## config.mk

```make
export PLATFORM = sky130hd
export DESIGN_NAME = sorted_priority_queue_core_flat
export DESIGN_NICKNAME = d
export VERILOG_FILES = /design/src/rtl/spq_pkg.sv /design/src/rtl/spq_ifs.sv /design/src/rtl/sorted_priority_queue_core.sv /design/src/rtl/spq_store.sv /design/src/rtl/spq_seq.sv /design/src/flat_wrapper.sv
export VERILOG_INCLUDE_DIRS = /design/src /design/src/rtl
export SDC_FILE = /design/constraint.sdc
export NUM_CORES = 1
export LEC_CHECK = 0
export BUFFER_PORTS_ARGS = -buffer_cell sky130_fd_sc_hd__buf_2
export CELL_PAD_IN_SITES_DETAIL_PLACEMENT = 0
export CELL_PAD_IN_SITES_GLOBAL_PLACEMENT = 1
export CORE_MARGIN = 2
export CORE_UTILIZATION = 36
export CTS_BUF_LIST = sky130_fd_sc_hd__clkbuf_8
export CTS_CLUSTER_DIAMETER = 150
export CTS_CLUSTER_SIZE = 25
export DETAILED_ROUTE_END_ITERATION = 8
export PLACE_DENSITY_LB_ADDON = 0.12
export SYNTH_ARGS = -nofsm -noshare
export SYNTH_HDL_FRONTEND = slang
export SYNTH_SLANG_ARGS = --single-unit
```

## constraint.sdc

```tcl
create_clock -name clk -period 4.4 [get_ports clk]
set_input_delay 0.66 -clock clk [delete_from_list [all_inputs] [get_ports clk]]
set_output_delay 0.66 -clock clk [all_outputs]
set_load 0.01 [all_outputs]
```

## src/rtl/sorted_priority_queue_core_defines.svh

```systemverilog
// assertion macros used by the sorted priority queue sequencer rtl
`ifndef SORTED_PRIORITY_QUEUE_CORE_DEFINES_SVH
`define SORTED_PRIORITY_QUEUE_CORE_DEFINES_SVH

// same-cycle implication, checked out of reset
`define SPQ_ASSERT_NOW(label, ante, cons, msg) \
  label: assert property (@(posedge clk) disable iff (!rst_n) (ante) |-> (cons)) \
    else $error(msg);

// next-cycle implication, checked out of reset
`define SPQ_ASSERT_NEXT(label, ante, cons, msg) \
  label: assert property (@(posedge clk) disable iff (!rst_n) (ante) |=> (cons)) \
    else $error(msg);

`endif

```

## src/rtl/spq_pkg.sv

```systemverilog
// package: sizes, codes, shared types and pointer helpers for the queue
`timescale 1ns / 1ps

package spq_pkg;

  // sizing
  localparam int CAPACITY = 16;
  localparam int KEY_BITS = 10;
  localparam int TAG_BITS = 8;
  localparam int PTR_W    = (CAPACITY > 1) ? $clog2(CAPACITY) : 1;
  localparam int CNT_W    = $clog2(CAPACITY + 1);

  // command codes
  localparam logic CMD_ENQ = 1'b0;
  localparam logic CMD_DEQ = 1'b1;

  // result status codes
  typedef enum logic [1:0] {
    STATUS_OK    = 2'd0,
    STATUS_EMPTY = 2'd1,
    STATUS_FULL  = 2'd2
  } spq_status_t;

  // one result transaction
  typedef struct packed {
    spq_status_t         status;
    logic [KEY_BITS-1:0] key;
    logic [TAG_BITS-1:0] tag;
    logic [CNT_W-1:0]    count;
  } spq_result_t;

  // store write port
  typedef struct packed {
    logic                en;
    logic [PTR_W-1:0]    addr;
    logic [KEY_BITS-1:0] key;
    logic [TAG_BITS-1:0] tag;
  } spq_wr_t;

  // store read port
  typedef struct packed {
    logic             en;
    logic [PTR_W-1:0] addr;
  } spq_rd_t;

  // ring pointer one slot back
  function automatic logic [PTR_W-1:0] ptr_prev(input logic [PTR_W-1:0] p);
    logic [PTR_W-1:0] r;
    if (p == '0) begin
      r = PTR_W'(CAPACITY - 1);
    end else begin
      r = p - PTR_W'(1);
    end
    return r;
  endfunction

  // ring pointer one slot on
  function automatic logic [PTR_W-1:0] ptr_next(input logic [PTR_W-1:0] p);
    logic [PTR_W-1:0] r;
    if (p == PTR_W'(CAPACITY - 1)) begin
      r = '0;
    end else begin
      r = p + PTR_W'(1);
    end
    return r;
  endfunction

  // ring pointer advanced by an entry count
  function automatic logic [PTR_W-1:0] ptr_add(input logic [PTR_W-1:0] p,
                                               input logic [CNT_W-1:0] n);
    logic [CNT_W:0] sum;
    sum = (CNT_W + 1)'(p) + (CNT_W + 1)'(n);
    if (sum >= (CNT_W + 1)'(CAPACITY)) begin
      sum = sum - (CNT_W + 1)'(CAPACITY);
    end
    return sum[PTR_W-1:0];
  endfunction

endpackage

```

## src/rtl/spq_ifs.sv

```systemverilog
// interfaces: command channel and result channel of the queue
`timescale 1ns / 1ps

interface spq_in_if;
  logic                         valid;
  logic                         ready;
  logic                         cmd;
  logic [spq_pkg::KEY_BITS-1:0] key_in;
  logic [spq_pkg::TAG_BITS-1:0] tag_in;

  modport source (output valid, output cmd, output key_in, output tag_in, input ready);
  modport sink   (input valid, input cmd, input key_in, input tag_in, output ready);
endinterface

interface spq_out_if;
  logic                         valid;
  logic                         ready;
  logic [1:0]                   status;
  logic [spq_pkg::KEY_BITS-1:0] key_out;
  logic [spq_pkg::TAG_BITS-1:0] tag_out;
  logic [spq_pkg::CNT_W-1:0]    count;

  modport source (output valid, output status, output key_out, output tag_out,
                  output count, input ready);
  modport sink   (input valid, input status, input key_out, input tag_out,
                  input count, output ready);
endinterface

```

## src/rtl/sorted_priority_queue_core.sv

```systemverilog
// Sorted priority queue of up to 16 (key, tag) entries, highest key served first and
// equal keys first-in first-out. Entries sit in a ring store with a head pointer, so a
// dequeue pops the head: S_READ reads it, S_CMP moves the head on, S_RES holds the result.
// An enqueue walks from the tail towards the head through the single store read port and
// one key comparator, moving each entry with a smaller key one slot towards the tail
// (read in S_READ, compared and rewritten in S_CMP); it ends at the head, or stops
// behind an entry with an equal or larger key. Dequeue on an empty queue and enqueue
// on a full one skip the store. in_chan.ready comes back at the same edge that loads the
// result into the output register, which holds it until out_chan.ready takes it.
`timescale 1ns / 1ps

module sorted_priority_queue_core (
  input  logic       clk,
  input  logic       rst_n,
  spq_in_if.sink     in_chan,
  spq_out_if.source  out_chan
);

  spq_pkg::spq_wr_t             wr;
  spq_pkg::spq_rd_t             rd;
  logic [spq_pkg::KEY_BITS-1:0] rd_key;
  logic [spq_pkg::TAG_BITS-1:0] rd_tag;
  logic                         res_valid;
  spq_pkg::spq_result_t         res;
  logic                         out_free;
  logic                         out_valid_r, out_valid_nxt;
  spq_pkg::spq_result_t         out_res_r;

  spq_store u_store (
    .clk    (clk),
    .wr     (wr),
    .rd     (rd),
    .rd_key (rd_key),
    .rd_tag (rd_tag)
  );

  spq_seq u_seq (
    .clk       (clk),
    .rst_n     (rst_n),
    .in_chan   (in_chan),
    .out_free  (out_free),
    .res_valid (res_valid),
    .res       (res),
    .wr        (wr),
    .rd        (rd),
    .rd_key    (rd_key),
    .rd_tag    (rd_tag)
  );

  // output register: free when empty or being taken this cycle
  assign out_free = !out_valid_r || out_chan.ready;

  always_comb begin
    out_valid_nxt = out_valid_r;
    if (res_valid && out_free) begin
      out_valid_nxt = 1'b1;
    end else if (out_chan.ready) begin
      out_valid_nxt = 1'b0;
    end
  end

  always_ff @(posedge clk) begin
    if (!rst_n) begin
      out_valid_r <= 1'b0;
    end else begin
      out_valid_r <= out_valid_nxt;
    end
  end

  always_ff @(posedge clk) begin
    if (res_valid && out_free) begin
      out_res_r <= res;
    end
  end

  // result transaction
  assign out_chan.valid   = out_valid_r;
  assign out_chan.status  = out_res_r.status;
  assign out_chan.key_out = out_res_r.key;
  assign out_chan.tag_out = out_res_r.tag;
  assign out_chan.count   = out_res_r.count;

endmodule

```

## src/rtl/spq_store.sv

```systemverilog
// entry store: ring of keys and tags, one write and one registered read a cycle
`timescale 1ns / 1ps

module spq_store (
  input  logic                          clk,
  input  spq_pkg::spq_wr_t              wr,
  input  spq_pkg::spq_rd_t              rd,
  output logic [spq_pkg::KEY_BITS-1:0]  rd_key,
  output logic [spq_pkg::TAG_BITS-1:0]  rd_tag
);

  logic [spq_pkg::KEY_BITS-1:0] key_mem [spq_pkg::CAPACITY];
  logic [spq_pkg::TAG_BITS-1:0] tag_mem [spq_pkg::CAPACITY];
  logic [spq_pkg::KEY_BITS-1:0] rd_key_r;
  logic [spq_pkg::TAG_BITS-1:0] rd_tag_r;

  // write port
  always_ff @(posedge clk) begin
    if (wr.en) begin
      key_mem[wr.addr] <= wr.key;
      tag_mem[wr.addr] <= wr.tag;
    end
  end

  // registered read port
  always_ff @(posedge clk) begin
    if (rd.en) begin
      rd_key_r <= key_mem[rd.addr];
      rd_tag_r <= tag_mem[rd.addr];
    end
  end

  assign rd_key = rd_key_r;
  assign rd_tag = rd_tag_r;

endmodule

```

## src/rtl/spq_seq.sv

```systemverilog
// sequencer: insertion walk with one shared key comparator, head pop, result build
`timescale 1ns / 1ps

`include "sorted_priority_queue_core_defines.svh"

module spq_seq (
  input  logic                          clk,
  input  logic                          rst_n,
  spq_in_if.sink                        in_chan,
  input  logic                          out_free,
  output logic                          res_valid,
  output spq_pkg::spq_result_t          res,
  output spq_pkg::spq_wr_t              wr,
  output spq_pkg::spq_rd_t              rd,
  input  logic [spq_pkg::KEY_BITS-1:0]  rd_key,
  input  logic [spq_pkg::TAG_BITS-1:0]  rd_tag
);

  localparam int PTR_W = spq_pkg::PTR_W;
  localparam int CNT_W = spq_pkg::CNT_W;

  typedef enum logic [3:0] {
    S_IDLE = 4'b0001,
    S_READ = 4'b0010,
    S_CMP  = 4'b0100,
    S_RES  = 4'b1000
  } state_t;

  state_t                       state_r,   state_nxt;
  logic [PTR_W-1:0]             head_r,    head_nxt;
  logic [CNT_W-1:0]             count_r,   count_nxt;
  logic [CNT_W-1:0]             pos_r,     pos_nxt;
  logic [PTR_W-1:0]             wr_ptr_r,  wr_ptr_nxt;
  logic                         deq_r,     deq_nxt;
  logic [spq_pkg::KEY_BITS-1:0] key_r,     key_nxt;
  logic [spq_pkg::TAG_BITS-1:0] tag_r,     tag_nxt;
  spq_pkg::spq_result_t         res_r,     res_nxt;
  logic                         key_ge;

  // shared comparator: held entry stays ahead when its key is not smaller
  assign key_ge = (rd_key >= key_r);

  assign in_chan.ready = (state_r == S_IDLE);
  assign res_valid     = (state_r == S_RES);
  assign res           = res_r;

  // next-state and datapath control
  always_comb begin
    state_nxt  = state_r;
    head_nxt   = head_r;
    count_nxt  = count_r;
    pos_nxt    = pos_r;
    wr_ptr_nxt = wr_ptr_r;
    deq_nxt    = deq_r;
    key_nxt    = key_r;
    tag_nxt    = tag_r;
    res_nxt    = res_r;
    wr         = '0;
    rd         = '0;

    case (state_r)
      S_IDLE: begin
        if (in_chan.valid) begin
          key_nxt = in_chan.key_in;
          tag_nxt = in_chan.tag_in;
          deq_nxt = (in_chan.cmd == spq_pkg::CMD_DEQ);
          if (in_chan.cmd == spq_pkg::CMD_DEQ) begin
            if (count_r == '0) begin
              res_nxt   = '{spq_pkg::STATUS_EMPTY, '0, '0, count_r};
              state_nxt = S_RES;
            end else begin
              state_nxt = S_READ;
            end
          end else begin
            if (count_r == CNT_W'(spq_pkg::CAPACITY)) begin
              res_nxt   = '{spq_pkg::STATUS_FULL, '0, '0, count_r};
              state_nxt = S_RES;
            end else begin
              pos_nxt    = count_r;
              wr_ptr_nxt = spq_pkg::ptr_add(head_r, count_r);
              state_nxt  = S_READ;
            end
          end
        end
      end

      S_READ: begin
        if (deq_r) begin
          rd        = '{1'b1, head_r};
          state_nxt = S_CMP;
        end else if (pos_r == '0) begin
          // walked up to the head: new entry becomes the head
          wr        = '{1'b1, wr_ptr_r, key_r, tag_r};
          count_nxt = count_r + CNT_W'(1);
          res_nxt   = '{spq_pkg::STATUS_OK, '0, '0, count_r + CNT_W'(1)};
          state_nxt = S_RES;
        end else begin
          rd        = '{1'b1, spq_pkg::ptr_prev(wr_ptr_r)};
          state_nxt = S_CMP;
        end
      end

      S_CMP: begin
        if (deq_r) begin
          head_nxt  = spq_pkg::ptr_next(head_r);
          count_nxt = count_r - CNT_W'(1);
          res_nxt   = '{spq_pkg::STATUS_OK, rd_key, rd_tag, count_r - CNT_W'(1)};
          state_nxt = S_RES;
        end else if (key_ge) begin
          // slot found behind an equal or larger key
          wr        = '{1'b1, wr_ptr_r, key_r, tag_r};
          count_nxt = count_r + CNT_W'(1);
          res_nxt   = '{spq_pkg::STATUS_OK, '0, '0, count_r + CNT_W'(1)};
          state_nxt = S_RES;
        end else begin
          // smaller key moves one slot towards the tail
          wr         = '{1'b1, wr_ptr_r, rd_key, rd_tag};
          wr_ptr_nxt = spq_pkg::ptr_prev(wr_ptr_r);
          pos_nxt    = pos_r - CNT_W'(1);
          state_nxt  = S_READ;
        end
      end

      S_RES: begin
        if (out_free) begin
          state_nxt = S_IDLE;
        end
      end

      default: begin
        state_nxt = S_IDLE;
      end
    endcase
  end

  // control registers
  always_ff @(posedge clk) begin
    if (!rst_n) begin
      state_r <= S_IDLE;
      head_r  <= '0;
      count_r <= '0;
    end else begin
      state_r <= state_nxt;
      head_r  <= head_nxt;
      count_r <= count_nxt;
    end
  end

  // working registers
  always_ff @(posedge clk) begin
    pos_r    <= pos_nxt;
    wr_ptr_r <= wr_ptr_nxt;
    deq_r    <= deq_nxt;
    key_r    <= key_nxt;
    tag_r    <= tag_nxt;
    res_r    <= res_nxt;
  end

  // checks
  `SPQ_ASSERT_NOW(a_full_count, (state_r == S_RES) && (res_r.status == spq_pkg::STATUS_FULL), count_r == CNT_W'(spq_pkg::CAPACITY), "full status with queue not full")
  `SPQ_ASSERT_NEXT(a_pop_count, (state_r == S_CMP) && deq_r, (count_r + CNT_W'(1)) == $past(count_r), "pop did not drop count by one")
  `SPQ_ASSERT_NOW(a_wr_state, wr.en, (state_r == S_READ) || (state_r == S_CMP), "store write outside walk")
  `SPQ_ASSERT_NEXT(a_accept_busy, in_chan.valid && in_chan.ready, state_r != S_IDLE, "accepted transaction left sequencer idle")

endmodule

```

## src/flat_wrapper.sv

```systemverilog
// flat-port wrapper written by rule: the top's interface ports become plain ports
module sorted_priority_queue_core_flat 
  (clk, rst_n, in_chan_valid, in_chan_cmd, in_chan_key_in, in_chan_tag_in, in_chan_ready, out_chan_valid, out_chan_status, out_chan_key_out, out_chan_tag_out, out_chan_count, out_chan_ready);
  spq_in_if in_chan_i ();
  spq_out_if out_chan_i ();
  input  logic clk;
  input  logic rst_n;
  input wire logic [$bits(in_chan_i.valid)-1:0] in_chan_valid;
  input wire logic [$bits(in_chan_i.cmd)-1:0] in_chan_cmd;
  input wire logic [$bits(in_chan_i.key_in)-1:0] in_chan_key_in;
  input wire logic [$bits(in_chan_i.tag_in)-1:0] in_chan_tag_in;
  output wire logic [$bits(in_chan_i.ready)-1:0] in_chan_ready;
  output wire logic [$bits(out_chan_i.valid)-1:0] out_chan_valid;
  output wire logic [$bits(out_chan_i.status)-1:0] out_chan_status;
  output wire logic [$bits(out_chan_i.key_out)-1:0] out_chan_key_out;
  output wire logic [$bits(out_chan_i.tag_out)-1:0] out_chan_tag_out;
  output wire logic [$bits(out_chan_i.count)-1:0] out_chan_count;
  input wire logic [$bits(out_chan_i.ready)-1:0] out_chan_ready;
  assign in_chan_i.valid = in_chan_valid;
  assign in_chan_i.cmd = in_chan_cmd;
  assign in_chan_i.key_in = in_chan_key_in;
  assign in_chan_i.tag_in = in_chan_tag_in;
  assign in_chan_ready = in_chan_i.ready;
  assign out_chan_valid = out_chan_i.valid;
  assign out_chan_status = out_chan_i.status;
  assign out_chan_key_out = out_chan_i.key_out;
  assign out_chan_tag_out = out_chan_i.tag_out;
  assign out_chan_count = out_chan_i.count;
  assign out_chan_i.ready = out_chan_ready;
  sorted_priority_queue_core u_core (.clk(clk), .rst_n(rst_n), .in_chan(in_chan_i), .out_chan(out_chan_i));
endmodule
```

# Word level (Yosys, flattened, before mapping)
# Memories as Yosys holds them, arrays and structs flattened. A register that Yosys moved wholly into a read port is not among the register bits.
# Cells that the tools add are included.
# W data, S select, Z words.
# totals
ff_bits	92
mem_bits_rw	288
input_bits	23
output_inout_bits	27
memories	2
# mem_list
name	depth	width	rd	rd_ports_with_merged_regs	write_ports	line_no	rtl
u_core.u_store.key_mem	16	10	1	1	1	spq_store.sv:12	logic [spq_pkg::KEY_BITS-1:0] key_mem [spq_pkg::CAPACITY];
u_core.u_store.tag_mem	16	8	1	1	1	spq_store.sv:13	logic [spq_pkg::TAG_BITS-1:0] tag_mem [spq_pkg::CAPACITY];
# classes
n_addsub	7
n_lt_le_gt_ge	2
eq_ne	17
n_mux	51
n_reduce_logical	16
# op_table
op	n
$mux W25	8
$pmux W25 S3	1
$mux W23	3
$mux W4	17
$mux W5	12
$pmux W23 S2	1
$pmux W5 S2	2
$mux W18	1
$ne A2 B2 Y1 const B	8
$pmux W4 S4	1
$ge A10 B10 Y1	1
$logic_not A5 Y1	2
$sub A5 B1 Y5 const B	2
$eq A4 B4 Y1 const B	2
$pmux W4 S2	1
$sub A4 B1 Y4 const B	2
$reduce_and A7 Y1	1
$add A4 B5 Y6	1
$ge A6 B5 Y1 const B	1
$ne A3 B2 Y1 const B	2
$reduce_and A2 Y1	3
$reduce_and A6 Y1	1
$reduce_bool A2 Y1	3
$add A5 B1 Y5 const B	1
other kinds (13)	16

# Depth between registers and ports, before layout
# logic_depth
depth_word	7
mapped_depth	11
mapped_depth_nobuf	8

# Modules after synthesis
# A second synthesis with hierarchy kept.
# unflattened
hier_cells	851
area_unflattened_um2	15940.3
# by_module_without_submodules
module	n_inst	cells_per_inst	area_each_um2	seq_area_each_um2
spq_store	1	482	11503.5	9188.8
spq_seq	1	339	3628.5	1851.8
sorted_priority_queue_core	1	30	808.3	770.7

# Worst setup path after synthesis
# OpenSTA, ideal clock, no wires.
# synth_path
path_type	register -> register
from	register u_core.u_seq.pos_r[0]
to	memory u_core.u_store.key_mem[12][0] (netlist name) (enable)
setup_time_ns	0.446
t_arrival_ns	3.628
setup_slack_ns	0.327
path_stages_with_launch	8
path_buffers	0
synth_period_minus_slack_ns	4.073
path_cell_list	edfxtp_1 inv_1 ha_1 nor4b_2 a21oi_1 or2_2 nor2_1 nor4b_1
# synth_between
elab_chain_cells	6
# synth_lines
element	line_no	rtl
start, declared	spq_seq.sv:32	logic [CNT_W-1:0] pos_r, pos_nxt;
start signal, assigned	spq_seq.sv:151	pos_r <= pos_nxt;
$logic_not A5 Y1 *	spq_seq.sv:91	end else if (pos_r == '0) begin
$mux W23 *	spq_seq.sv:91	
$mux W23 *	spq_seq.sv:88	if (deq_r) begin
$pmux W23 S2 *	spq_seq.sv:61	case (state_r)
$mux W1	spq_store.sv:19	if (wr.en) begin
$mux W1 (not written as such)	spq_store.sv:20	key_mem[wr.addr] <= wr.key;
end, declared	spq_store.sv:12	
# Mark *: on every way between the ends. The rest lies on a longest branch, timed or not.

# Final worst setup path
# layout_path
from	register u_core.u_seq.wr_ptr_r[2]
to	register u_core.u_store.rd_key_r (netlist bit u_core.u_store.rd_key[1]) (read register of u_core.u_store.key_mem) (data pin)
# layout_between
elab_chain_cells	5
elab_cells_between_ends	6
cone_classes	1 x add/sub; 4 x mux; 1 x reduce/logical
# layout_lines
element	line_no	rtl
start, declared	spq_seq.sv:33	logic [PTR_W-1:0] wr_ptr_r, wr_ptr_nxt;
start signal, assigned	spq_seq.sv:152	wr_ptr_r <= wr_ptr_nxt;
$sub A4 B1 Y4 / $logic_not A4 Y1 (equally long branches)	spq_pkg.sv:52, spq_pkg.sv:49	
$mux W4 *	spq_pkg.sv:49	if (p == '0) begin
$mux W5 *	spq_seq.sv:91	
$mux W5 *	spq_seq.sv:88	
$mux W5 *	spq_seq.sv:61	
end, declared	spq_store.sv:14	logic [spq_pkg::KEY_BITS-1:0] rd_key_r;
# Marks and branches as above.
# A chain may end at the register's enable or synchronous reset.

==> results <==
- The relative max-transition margin is 23.3%.
- The count of hold-fix buffers inserted at cts is 0.
- The row count is ~80.
- Across the routed clock network, the largest skew measured is 40.6 ps.
- Timing would allow up to 273 MHz.
- The total routing usage reported by global routing is 20.4%.
- At the pin with the least slew margin, the transition time is between 1000 and 1500 ps.
- In this run the remaining antenna-violating nets after routing total 0.
- After synthesis, the share of flip-flops with an asynchronous set or reset is 0%.
- The routed design has 47900 um of wire.
- The routed design could run at a clock period as short as 3660 ps.
- The vertical extent of the die is 217 um.
- The cell area after synthesis is 0.0164 mm2.
- Setup repair after global routing left no endpoint under its margin.
- Synthesis inferred ~400 register bits.
- The worst-case IR drop observed on VDD is roughly 0.00020 V.
- CTS saw 398 sinks.
- The count of endpoints failing hold in the final timing report is 0.
- The commonest cells after synthesis are edfxtp_1, nand2_1, and3_1, a211oi_1, clkbuf_1.
- In the final routed layout, each cell accounts on average for 26.6 um.
- The overall via count from detail_route is between 9000 and 10000.
- The flow ran to the end, and the final reports show no timing, DRC or antenna violations.
- The first TritonRoute pass finished after 7 iterations.
- The type of destination of the critical path is a register.
- Dividing the synthesized area by the synthesized cell count gives 14.2 um2.
- The tightest min-delay check is of the in2reg type.
- The half-perimeter wire length after placement is 28200 um.
- The count of buffers added on input and output ports is 49.
- In this run the number of H-tree levels came out at 1.
- The count of pins over their slew limit is 0.
- Data on the critical path is required at its endpoint by 4860 ps.
- Cells with a size suffix above 1 make up 13.4% of the layout.
- Compared with the post-synthesis result, the final layout area differs by 9.60%.
- In this run the deepest clock path goes through 3 buffers.
- Power comes to 0.00589 W.
- The most used flip-flop cell after synthesis is edfxtp_1.
- The number of nets in the synthesized netlist is 1198.
- The clock latency of the later-clocked register in the worst-skew pair is 630 ps.
- The critical path arrival is 4120 ps.
- The delay of the slowest cell on the worst path is around 660 ps.
- Entering global routing, the biggest net connects 65 pins.
- The post-CTS resize count is 0.
- The final core utilization is 39.7%.
- The post-synthesis cell type with the largest combined area is edfxtp_1.
- The cell with the largest stage delay on the worst path is or4b_2.
- The core outline area is 0.0452 mm2.
- Before CTS, the worst setup slack after placement is 803 ps.
- The final clock period utilization by the worst path is 83.1%.
- For this block, the initial DRC count from the detailed router was about 940.
- The number of enable-type register cells in the synthesized netlist is 384.
- The number of antenna violations at the first check in global routing is 1.
- The via count of the first global-routing pass is 9835.
- The CTS buffer count is 19.
- 50 I/O pins were placed.
- The standby leakage power is between 5 and 6 nW.
- TritonCTS built the clock tree.
- The post-route setup TNS is 0 ps.
- The synthesized netlist cell count is 1155.
- Of all nets on the critical path, the largest fanout is 11.
- After detailed routing, the number of remaining DRC violations is 0.
- The total die area is 0.0472 mm2.
- The signal on the critical path passes through or4b_2, o311a_1, a22oi_1, nand3_1, buf_4, o32ai_1, a311o_1.
- Counting the fill cells in the layout gives 4218.
- In the post-synthesis netlist, the biggest area contributors are edfxtp_1, and3_1, a211oi_1.
- The sequential element share of the synthesized area is roughly 72%.
- The critical path in this run is classified as reg2reg.
- Using the TritonRoute via totals, the vias-per-cell ratio works out to 5.53.
- In the post-synthesis netlist, the cell with the most instances is edfxtp_1.
- The setup slack after layout is around 740 ps.
- The tool flagged a number of max-cap violations equal to 0.
- After synthesis, the largest area contributor takes up 70.4% of total cell area.
- The die span in x is 217 um.
- The starting density of the core is 36.3%.
- The count of endpoints failing setup in the final report is 0.
- The first global-routing pass estimated ~70000 um of wire.
- Buffers added to address setup during post-CTS repair amount to 0.
- The final global-route overflow total is 0.
- In this run the clock root is driven by a clkbuf_8.
- The clock-pin slew on the worst setup and hold paths is 170 ps.
- The synthesized netlist contains 54 unique library cells.
- The total of warnings raised by yosys is 0.
- The type of element launching the critical path is a register.
- The net total in the final layout is 1239.
- The weighted congestion reported at the end of routability-driven placement is approximately 0.79.
- Power spread over the standard cell area amounts to between 300 and 400 mW/mm2.
==> layout by cell type (no fill, tap or decap), types with 17 or more instances in the layout <==
master,n
and3_1,122
nand3_1,40
ha_1,19
a22o_1,18
nand2_1,134
buf_4,46
o31ai_1,23
o32ai_1,18
a21oi_1,28
a311oi_1,21
nor2_1,23
inv_1,29
buf_2,49
a311o_1,17
a211oi_1,72
clkbuf_8,19
edfxtp_1,384
==> routing by layer <==
layer	global-route usage (%)	wire length, um	part of all wire (%)
met1	28.6	22000	46
met2	33.5	22700	47
met3	3.47	2240	4.7
met4	4.06	910	1.9
met5	0	12	0.025
==> cell families after synthesis <==
logic type | synth area share, %
buffers and inverters | 2.61
adders and majority gates | 1.57
AOI/OAI and AO/OA | 10.8
DFF | 72.1
muxes | 0.306
and+or+nand+nor | 11.9
xor gates and xnor gates | 0.695
==> cell type report <==
type	count	area (um2)	share of cell area (%)
clock inverters	8	33.8	0.188
clock buffers	19	262	1.46
diodes	1	2.50	0.0139
repair buffers	101	711	3.96
inverters	24	90.1	0.502
multi-input cells	652	4290	23.9
flip-flops and latches	398	11800	65.8
well taps	600	751	4.18
==> where the power goes <==
part | switching (W) | leakage, nW | internal, W | total, W
Sequential | 0.0000378 | 2.97 | 0.00415 | 0.00419
Clock | 0.00111 | 0.170 | 0.000407 | 0.00152
Combinational | 0.000120 | 2.26 | 0.0000598 | 0.000180
==> path summary, 6_finish.rpt <==
path	start	to	slack (ps)	cells past startpoint
worst max-delay path	u_core.u_seq.wr_ptr_r[2]	u_core.u_store.rd_key[1]	740	7
worst min-delay path	in_chan_key_in[1]	u_core.u_seq.key_r[1]	210	1
worst min register to register	u_core.u_seq.res[4]	u_core.out_chan.count[4]	420	0
worst max register to register	u_core.u_seq.wr_ptr_r[2]	u_core.u_store.rd_key[1]	740	7
==> through the flow <==
step	cell area [um2]	hold WS (ps)	instances
3_3_place_gp	17600	404	1775
2_1_floorplan	16400	400	1155
5_1_grt	18000	166	1802
6_report	18000	206	1803
4_1_cts	18000	177	1802
3_5_place_dp	17700	405	1775
==> state kept, by name, summed over array words and instances, names as in the netlist, 8 cells and up <==
name                     count
u_core.u_store.rd_key       10
u_core.u_store.tag_mem     128
u_core.u_store.key_mem     160
u_core.u_seq.key_r          10
u_core.u_seq.tag_r           8
u_core.u_store.rd_tag        8
u_core.out_chan.key_out     10
u_core.u_seq.res            25
u_core.out_chan.tag_out      8
==> critical path, delay by kind of cell (launching register included) <==
family | cells | cell delay [ps]
AOI/OAI and AO/OA | 4 | 1080
and+or+nand+nor | 2 | 1320
buffers and inverters | 1 | 460
DFF | 1 | 600
No activity file was read; power rests on OpenSTA's default activity.
